**config.mk**
```make
export PLATFORM = sky130hd
export DESIGN_NAME = unordered_value_table
export DESIGN_NICKNAME = d
export VERILOG_FILES = /design/src/design/uvt_pkg.sv /design/src/design/unordered_value_table.sv
export SDC_FILE = /design/constraint.sdc
export NUM_CORES = 2
export LEC_CHECK = 0
export BUFFER_PORTS_ARGS = -buffer_cell sky130_fd_sc_hd__buf_2
export CORE_AREA = 4 4 577 579
export CTS_CLUSTER_DIAMETER = 100
export DETAILED_ROUTE_END_ITERATION = 16
export DIE_AREA = 0 0 581 583
export SLEW_MARGIN = 20
export SYNTH_ARGS = -nofsm -noshare
export SYNTH_HDL_FRONTEND = slang
export SYNTH_SLANG_ARGS = --single-unit
```
**constraint.sdc**
```tcl
create_clock -name clock -period 6.82 [get_ports clock]
set_clock_uncertainty 0.1 [all_clocks]
set_input_delay 1.364 -clock clock [delete_from_list [all_inputs] [get_ports clock]]
set_output_delay 1.364 -clock clock [all_outputs]
set_load 0.05 [all_outputs]
```
**src/design/uvt_pkg.sv**
```systemverilog
`default_nettype none

package uvt_pkg;

   localparam int CAPACITY_DEFAULT = 128;

   localparam int CMD_W    = 3;
   localparam int VALUE_W  = 32;
   localparam int INDEX_W  = 7;
   localparam int STATUS_W = 3;
   localparam int COUNT_W  = 8;

   localparam logic [CMD_W-1:0] CMD_APPEND       = 3'd0;
   localparam logic [CMD_W-1:0] CMD_SEARCH       = 3'd1;
   localparam logic [CMD_W-1:0] CMD_REMOVE_FIRST = 3'd2;
   localparam logic [CMD_W-1:0] CMD_REMOVE_AT    = 3'd3;
   localparam logic [CMD_W-1:0] CMD_REMOVE_ALL   = 3'd4;

   localparam logic [STATUS_W-1:0] ST_DONE     = 3'd0;
   localparam logic [STATUS_W-1:0] ST_FULL     = 3'd1;
   localparam logic [STATUS_W-1:0] ST_EMPTY    = 3'd2;
   localparam logic [STATUS_W-1:0] ST_NOTFOUND = 3'd3;
   localparam logic [STATUS_W-1:0] ST_RANGE    = 3'd4;

endpackage

`default_nettype wire

```
**src/design/unordered_value_table.sv**
```systemverilog
`default_nettype none

// Dense, order-preserving table of up to CAPACITY signed 32-bit values held in one
// synchronous memory (one write port, one registered read port). One request is
// worked at a time and gives one response. Append, an unknown command and any
// command answered from the entry count alone (full, empty, index out of range)
// are settled on acceptance and pass through S_DONE to the output register. Search
// and the three removals walk the valid entries through the single read port, one
// entry per cycle, and compact in place through the write port. A new request is
// taken once the previous result sits in the output register.
module unordered_value_table #(
   parameter int CAPACITY = uvt_pkg::CAPACITY_DEFAULT
) (
   input  wire                              clock,
   input  wire                              reset,
   input  wire                              req_valid,
   output logic                             req_stall,
   input  wire  [uvt_pkg::CMD_W-1:0]        req_command,
   input  wire  signed [uvt_pkg::VALUE_W-1:0] req_value,
   input  wire  [uvt_pkg::INDEX_W-1:0]      req_index,
   output logic                             rsp_valid,
   input  wire                              rsp_stall,
   output logic [uvt_pkg::STATUS_W-1:0]     rsp_status,
   output logic [uvt_pkg::INDEX_W-1:0]      rsp_found_index,
   output logic [uvt_pkg::COUNT_W-1:0]      rsp_removed_count,
   output logic [uvt_pkg::COUNT_W-1:0]      rsp_entry_count
);

   localparam int AW = $clog2(CAPACITY);
   localparam int CW = $clog2(CAPACITY + 1);

   localparam logic [1:0] S_IDLE = 2'd0;
   localparam logic [1:0] S_SCAN = 2'd1;
   localparam logic [1:0] S_DONE = 2'd2;

   logic [1:0]                       state_ff, state_in;
   logic [uvt_pkg::CMD_W-1:0]        cmd_ff, cmd_in;
   logic [uvt_pkg::VALUE_W-1:0]      value_ff, value_in;
   logic [uvt_pkg::INDEX_W-1:0]      index_ff, index_in;
   logic [CW-1:0]                    count_ff, count_in;
   logic [CW-1:0]                    rd_ptr_ff, rd_ptr_in;
   logic [CW-1:0]                    wr_ptr_ff, wr_ptr_in;
   logic                             chk_vld_ff, chk_vld_in;
   logic [AW-1:0]                    chk_pos_ff, chk_pos_in;
   logic                             hit_ff, hit_in;
   logic [AW-1:0]                    hit_pos_ff, hit_pos_in;
   logic [uvt_pkg::STATUS_W-1:0]     res_status_ff, res_status_in;
   logic [uvt_pkg::INDEX_W-1:0]      res_found_ff, res_found_in;
   logic [uvt_pkg::COUNT_W-1:0]      res_removed_ff, res_removed_in;
   logic                             rsp_valid_ff, rsp_valid_in;
   logic [uvt_pkg::STATUS_W-1:0]     rsp_status_ff, rsp_status_in;
   logic [uvt_pkg::INDEX_W-1:0]      rsp_found_ff, rsp_found_in;
   logic [uvt_pkg::COUNT_W-1:0]      rsp_removed_ff, rsp_removed_in;
   logic [uvt_pkg::COUNT_W-1:0]      rsp_entry_ff, rsp_entry_in;

   logic [uvt_pkg::VALUE_W-1:0]      entries_ff [CAPACITY];
   logic [uvt_pkg::VALUE_W-1:0]      rd_data_ff;

   logic                             mem_we;
   logic [AW-1:0]                    mem_wa;
   logic [uvt_pkg::VALUE_W-1:0]      mem_wd;
   logic [AW-1:0]                    mem_ra;

   logic                             accept;
   logic                             issue;
   logic                             out_free;
   logic                             match;
   logic                             drop;
   logic                             is_remove;
   logic                             is_lookup;

   assign req_stall = (state_ff != S_IDLE);
   assign accept    = req_valid && !req_stall;
   assign out_free  = !rsp_valid_ff || !rsp_stall;
   assign issue     = (state_ff == S_SCAN) && (rd_ptr_ff < count_ff);
   assign match     = (rd_data_ff == value_ff);
   assign is_remove = (cmd_ff != uvt_pkg::CMD_SEARCH);
   assign is_lookup = (cmd_ff == uvt_pkg::CMD_SEARCH) || (cmd_ff == uvt_pkg::CMD_REMOVE_FIRST);
   assign mem_ra    = rd_ptr_ff[AW-1:0];

   always_comb begin
      case (cmd_ff)
         uvt_pkg::CMD_REMOVE_FIRST: drop = match && !hit_ff;
         uvt_pkg::CMD_REMOVE_AT:    drop = (32'(chk_pos_ff) == 32'(index_ff));
         uvt_pkg::CMD_REMOVE_ALL:   drop = match;
         default:                   drop = 1'b0;
      endcase
   end

   always_comb begin
      state_in       = state_ff;
      cmd_in         = cmd_ff;
      value_in       = value_ff;
      index_in       = index_ff;
      count_in       = count_ff;
      rd_ptr_in      = rd_ptr_ff;
      wr_ptr_in      = wr_ptr_ff;
      chk_vld_in     = 1'b0;
      chk_pos_in     = rd_ptr_ff[AW-1:0];
      hit_in         = hit_ff;
      hit_pos_in     = hit_pos_ff;
      res_status_in  = res_status_ff;
      res_found_in   = res_found_ff;
      res_removed_in = res_removed_ff;
      mem_we         = 1'b0;
      mem_wa         = wr_ptr_ff[AW-1:0];
      mem_wd         = rd_data_ff;

      case (state_ff)
         S_IDLE: begin
            if (accept) begin
               cmd_in         = req_command;
               value_in       = req_value;
               index_in       = req_index;
               rd_ptr_in      = '0;
               wr_ptr_in      = '0;
               hit_in         = 1'b0;
               hit_pos_in     = '0;
               res_status_in  = uvt_pkg::ST_DONE;
               res_found_in   = '0;
               res_removed_in = '0;
               state_in       = S_DONE;
               case (req_command)
                  uvt_pkg::CMD_APPEND: begin
                     if (count_ff >= CW'(CAPACITY)) begin
                        res_status_in = uvt_pkg::ST_FULL;
                     end else begin
                        mem_we   = 1'b1;
                        mem_wa   = count_ff[AW-1:0];
                        mem_wd   = req_value;
                        count_in = count_ff + CW'(1);
                     end
                  end
                  uvt_pkg::CMD_SEARCH, uvt_pkg::CMD_REMOVE_FIRST: begin
                     state_in = S_SCAN;
                  end
                  uvt_pkg::CMD_REMOVE_AT: begin
                     if (count_ff == '0) begin
                        res_status_in = uvt_pkg::ST_EMPTY;
                     end else if (32'(req_index) >= 32'(count_ff)) begin
                        res_status_in = uvt_pkg::ST_RANGE;
                     end else begin
                        state_in = S_SCAN;
                     end
                  end
                  uvt_pkg::CMD_REMOVE_ALL: begin
                     if (count_ff == '0) begin
                        res_status_in = uvt_pkg::ST_EMPTY;
                     end else begin
                        state_in = S_SCAN;
                     end
                  end
                  default: begin
                  end
               endcase
            end
         end
         S_SCAN: begin
            // read runs one entry ahead of the compare; writes land only behind it
            chk_vld_in = issue;
            if (issue) begin
               rd_ptr_in = rd_ptr_ff + CW'(1);
            end
            if (chk_vld_ff) begin
               if (match && !hit_ff) begin
                  hit_in     = 1'b1;
                  hit_pos_in = chk_pos_ff;
               end
               if (is_remove && !drop) begin
                  mem_we    = 1'b1;
                  wr_ptr_in = wr_ptr_ff + CW'(1);
               end
            end
            if (!issue && !chk_vld_ff) begin
               state_in = S_DONE;
               if (is_lookup && !hit_ff) begin
                  res_status_in = uvt_pkg::ST_NOTFOUND;
               end
               if (is_lookup && hit_ff) begin
                  res_found_in = 7'(hit_pos_ff);
               end
               if (is_remove) begin
                  res_removed_in = 8'(count_ff - wr_ptr_ff);
                  count_in       = wr_ptr_ff;
               end
            end
         end
         S_DONE: begin
            if (out_free) begin
               state_in = S_IDLE;
            end
         end
         default: begin
            state_in = S_IDLE;
         end
      endcase
   end

   always_comb begin
      rsp_valid_in   = rsp_valid_ff;
      rsp_status_in  = rsp_status_ff;
      rsp_found_in   = rsp_found_ff;
      rsp_removed_in = rsp_removed_ff;
      rsp_entry_in   = rsp_entry_ff;
      if (out_free) begin
         rsp_valid_in = 1'b0;
         if (state_ff == S_DONE) begin
            rsp_valid_in   = 1'b1;
            rsp_status_in  = res_status_ff;
            rsp_found_in   = res_found_ff;
            rsp_removed_in = res_removed_ff;
            rsp_entry_in   = 8'(count_ff);
         end
      end
   end

   always_ff @(posedge clock) begin
      if (reset) begin
         state_ff     <= S_IDLE;
         count_ff     <= '0;
         chk_vld_ff   <= 1'b0;
         rsp_valid_ff <= 1'b0;
      end else begin
         state_ff     <= state_in;
         count_ff     <= count_in;
         chk_vld_ff   <= chk_vld_in;
         rsp_valid_ff <= rsp_valid_in;
      end
   end

   always_ff @(posedge clock) begin
      cmd_ff         <= cmd_in;
      value_ff       <= value_in;
      index_ff       <= index_in;
      rd_ptr_ff      <= rd_ptr_in;
      wr_ptr_ff      <= wr_ptr_in;
      chk_pos_ff     <= chk_pos_in;
      hit_ff         <= hit_in;
      hit_pos_ff     <= hit_pos_in;
      res_status_ff  <= res_status_in;
      res_found_ff   <= res_found_in;
      res_removed_ff <= res_removed_in;
      rsp_status_ff  <= rsp_status_in;
      rsp_found_ff   <= rsp_found_in;
      rsp_removed_ff <= rsp_removed_in;
      rsp_entry_ff   <= rsp_entry_in;
   end

   always_ff @(posedge clock) begin
      if (mem_we) begin
         entries_ff[mem_wa] <= mem_wd;
      end
      rd_data_ff <= entries_ff[mem_ra];
   end

   assign rsp_valid         = rsp_valid_ff;
   assign rsp_status        = rsp_status_ff;
   assign rsp_found_index   = rsp_found_ff;
   assign rsp_removed_count = rsp_removed_ff;
   assign rsp_entry_count   = rsp_entry_ff;

endmodule

`default_nettype wire

```
==> results.toml <==
[critical_path]
r2r_cells = 9
worstSetupPathType = "reg2reg"
critical_path.max_fanout = 22
critPathLaunchType = "flip-flop"
end_kind = "flip-flop"
arrival_ns = 6.06
critPathRequiredTime_ns = 7.45

[power]
combPwrFrac = 0.123
power_frac_seq = 0.501
power_density_nw_per_um2 = 334
power.internal_uw = 46500
power_leakage_uw = 0.0575
p_clk_frac = 0.375
switching_power_uw = 15500
swShare = 0.251
vdd_ir_drop_max_mv = 0.216

[place]
place_area_um2 = 172000
port_buffers = 73
gp_congestion = 0.953
dpl.hpwl_um = 268000

[cts]
clockRootBuffer = "clkbuf_16"
post_cts_buffers = 0
htree_levels = 5
cts_buffers = 425
cts-resized-gates = 0
hold_buffers = 0
cts_num_sinks = 4257
tritoncts = "yes"
clk_latency_ns = 1.00
clk_pin_slew_ns = 0.06
cts.path.max_buffers = 4

[yosys]
ys_warn_count = 0
synth_edf_count = 4206
synth-async-reset-ratio = 0
syn_avg_cell_area_um2 = 23.3
ys.flop_type = "edfxtp_1"
syn_inst = 7002
synthesis.nets = 7074
ys_ff_latch = 4257
ys_seq_area_frac = 0.781
syn-cell-area_um2 = 163000
synth_cell_types = 63

[die]
core-area_um2 = 327000
start_util = 0.498
die_width_um = 581
die_h_um = 583
fp-row-count = 210
ioPinCount = 74
die-area_um2 = 339000

[timing]
worst_pin_slew_ns = 1.24
fmax_mhz = 184
min_period_over_period = 0.796
post-route-min-period_ns = 5.43
setup_viol_count_final = 0
rsz0062_at_grt = "no"
relSlewSlack = 0.176
hold_viol = 0
tns_ns = 0
slew_violations = 0

[global_route]
grt_usage = 0.261
grt_pass1_wl_um = 621000
gr-total-overflow = 0
grt_max_degree = 130
grt_pass1_vias = 77500
antenna_found_initial = 25

[drt]
postRouteAntennaNets = 0
drcViolationCount = 0
drt-total-wl_um = 444000
via_per_inst = 6.39
vias = 78100
drtIter0Drc = 11200
wl_per_cell_um = 36.3
first_pass_iters = 6

[final_layout]
final_area_um2 = 186000
layout-drive-gt1-share = 0.306
final_nets = 7574
syn_to_final_growth_pct = 13.9

[flow_run]
cap_violations = 0

[run_status]
status = "finished, final reports clean"

[hold_path]
holdPathStages = 0
hold_class = "reg2reg"
==> final timing paths <==
check / from / endpoint / slack [ns]
min reg2reg: res_status_ff[1] / rsp_status[1] / 0.32
min: res_status_ff[1] / rsp_status[1] / 0.32
max reg2reg: value_ff[25] / entries_ff[6][17] / 1.39
max: value_ff[25] / entries_ff[6][17] / 1.39
==> synthesized netlist by cell type (all sizes together), types with 15 or more instances <==
cell	number	area, µm²
a221oi	51	453
nor4	15	100
nor2b	22	138
nand3	20	100
edfxtp	4206	126000
o21ai	44	220
nand2	166	623
mux2	29	327
o221ai	23	201
nor2	190	713
ha	25	313
mux4	1135	25600
inv	25	93.8
and2	25	156
nor3	19	95.1
o22ai	42	263
a21oi	80	400
a22oi	69	523
xnor2	17	149
xor2	39	342
mux2i	184	1840
buf	227	1370
a211oi	42	315
dfxtp	51	1020
clkbuf	140	526
==> area by class of cell <==
| class | count | area [µm²] |
|---|---|---|
| fillers | 23700 | 141000 |
| flip-flops and latches | 4257 | 127000 |
| multi-input cells | 2352 | 35100 |
| clock buffers | 527 | 11200 |
| well taps | 4346 | 5440 |
| repair buffers | 440 | 3910 |
| clock inverters | 265 | 2670 |
| inverters | 26 | 98.8 |
| diodes | 4 | 10.0 |
==> registers in the layout (all words and copies together), names as in the netlist, 7 cells and up <==
name / count
entries_ff: 4096
rd_data_ff: 32
value_ff: 32
count_ff: 8
rd_ptr_ff: 8
res_removed_ff: 8
rsp_entry_count: 8
rsp_removed_count: 8
wr_ptr_ff: 8
chk_pos_ff: 7
hit_pos_ff: 7
index_ff: 7
res_found_ff: 7
rsp_found_index: 7
==> metrics by stage <==
stage,utilization,hold WS [ns],setup WS [ns],power (µW),std cells
floorplan,-,0.269,1.53,35700,7002
global placement,0.525,0.301,1.49,39100,11400
detailed placement,0.525,0.307,1.78,39300,11400
CTS,0.568,0.320,1.79,62400,12200
global route,0.568,0.328,1.36,63800,12200
finish,0.568,0.319,1.39,62000,12200
==> cell families (layout without fill, tap and decap cells) <==
family                     Yosys count  count (layout)  synth area share
buffers and inverters              393            1258            0.0122
AOI/OAI and AO/OA                  428             428            0.0186
xor gates and xnor gates            56              56           0.00301
muxes                             1348            1348             0.170
and+or+nand+nor                    494             494            0.0133
other                                0               4                 0
adders and majority gates           26              26           0.00204
DFF                               4257            4257             0.781
==> placed cells by master, fill, tap and decap left out, types with 17 or more instances in the layout <==
master	count
a211oi_1	41
a21oi_1	79
a221oi_1	50
a22oi_1	65
and2_1	24
buf_12	59
buf_2	73
buf_4	304
bufinv_16	47
clkbuf_1	89
clkbuf_16	433
clkinv_1	96
clkinv_2	84
clkinvlp_4	19
dfxtp_1	51
edfxtp_1	4206
ha_1	25
inv_1	23
mux2_2	29
mux2i_1	184
mux4_2	1135
nand2_1	132
nand2_4	27
nand3_1	20
nor2_1	57
nor2_4	129
nor2b_1	19
nor3_1	19
o21ai_0	36
o221ai_1	23
o22ai_1	42
xnor2_1	17
xor2_1	39
==> routing by layer <==
layer	global-route usage	up-vias	wire [µm]
met4	0.101	2	20000
met5	0	-	13
met1	0.381	42400	178000
met3	0.0528	711	42100
li1	-	31000	-
met2	0.393	4015	204000
==> power groups by stage <==
| stage | sequential (µW) | clock, µW | combinational (µW) |
|---|---|---|---|
| 6_report | 31100 | 23300 | 7660 |
| 5_1_grt | 31100 | 24800 | 7980 |
| 4_1_cts | 31100 | 23700 | 7650 |
| 3_5_place_dp | 31600 | 0 | 7650 |
| 3_3_place_gp | 31600 | 0 | 7440 |
| 2_1_floorplan | 31900 | 0 | 3780 |
==> critical path, cell delays in order (launching register included) <==
cell,delay (ns)
edfxtp_1,0.38
xor2_1,0.15
nor4_1,0.52
nand4_1,0.69
nor4_2,0.97
nor3_1,0.33
a32oi_4,0.84
buf_4,0.58
nor2_4,0.27
buf_4,0.27
(Power assumes the default switching activity.)
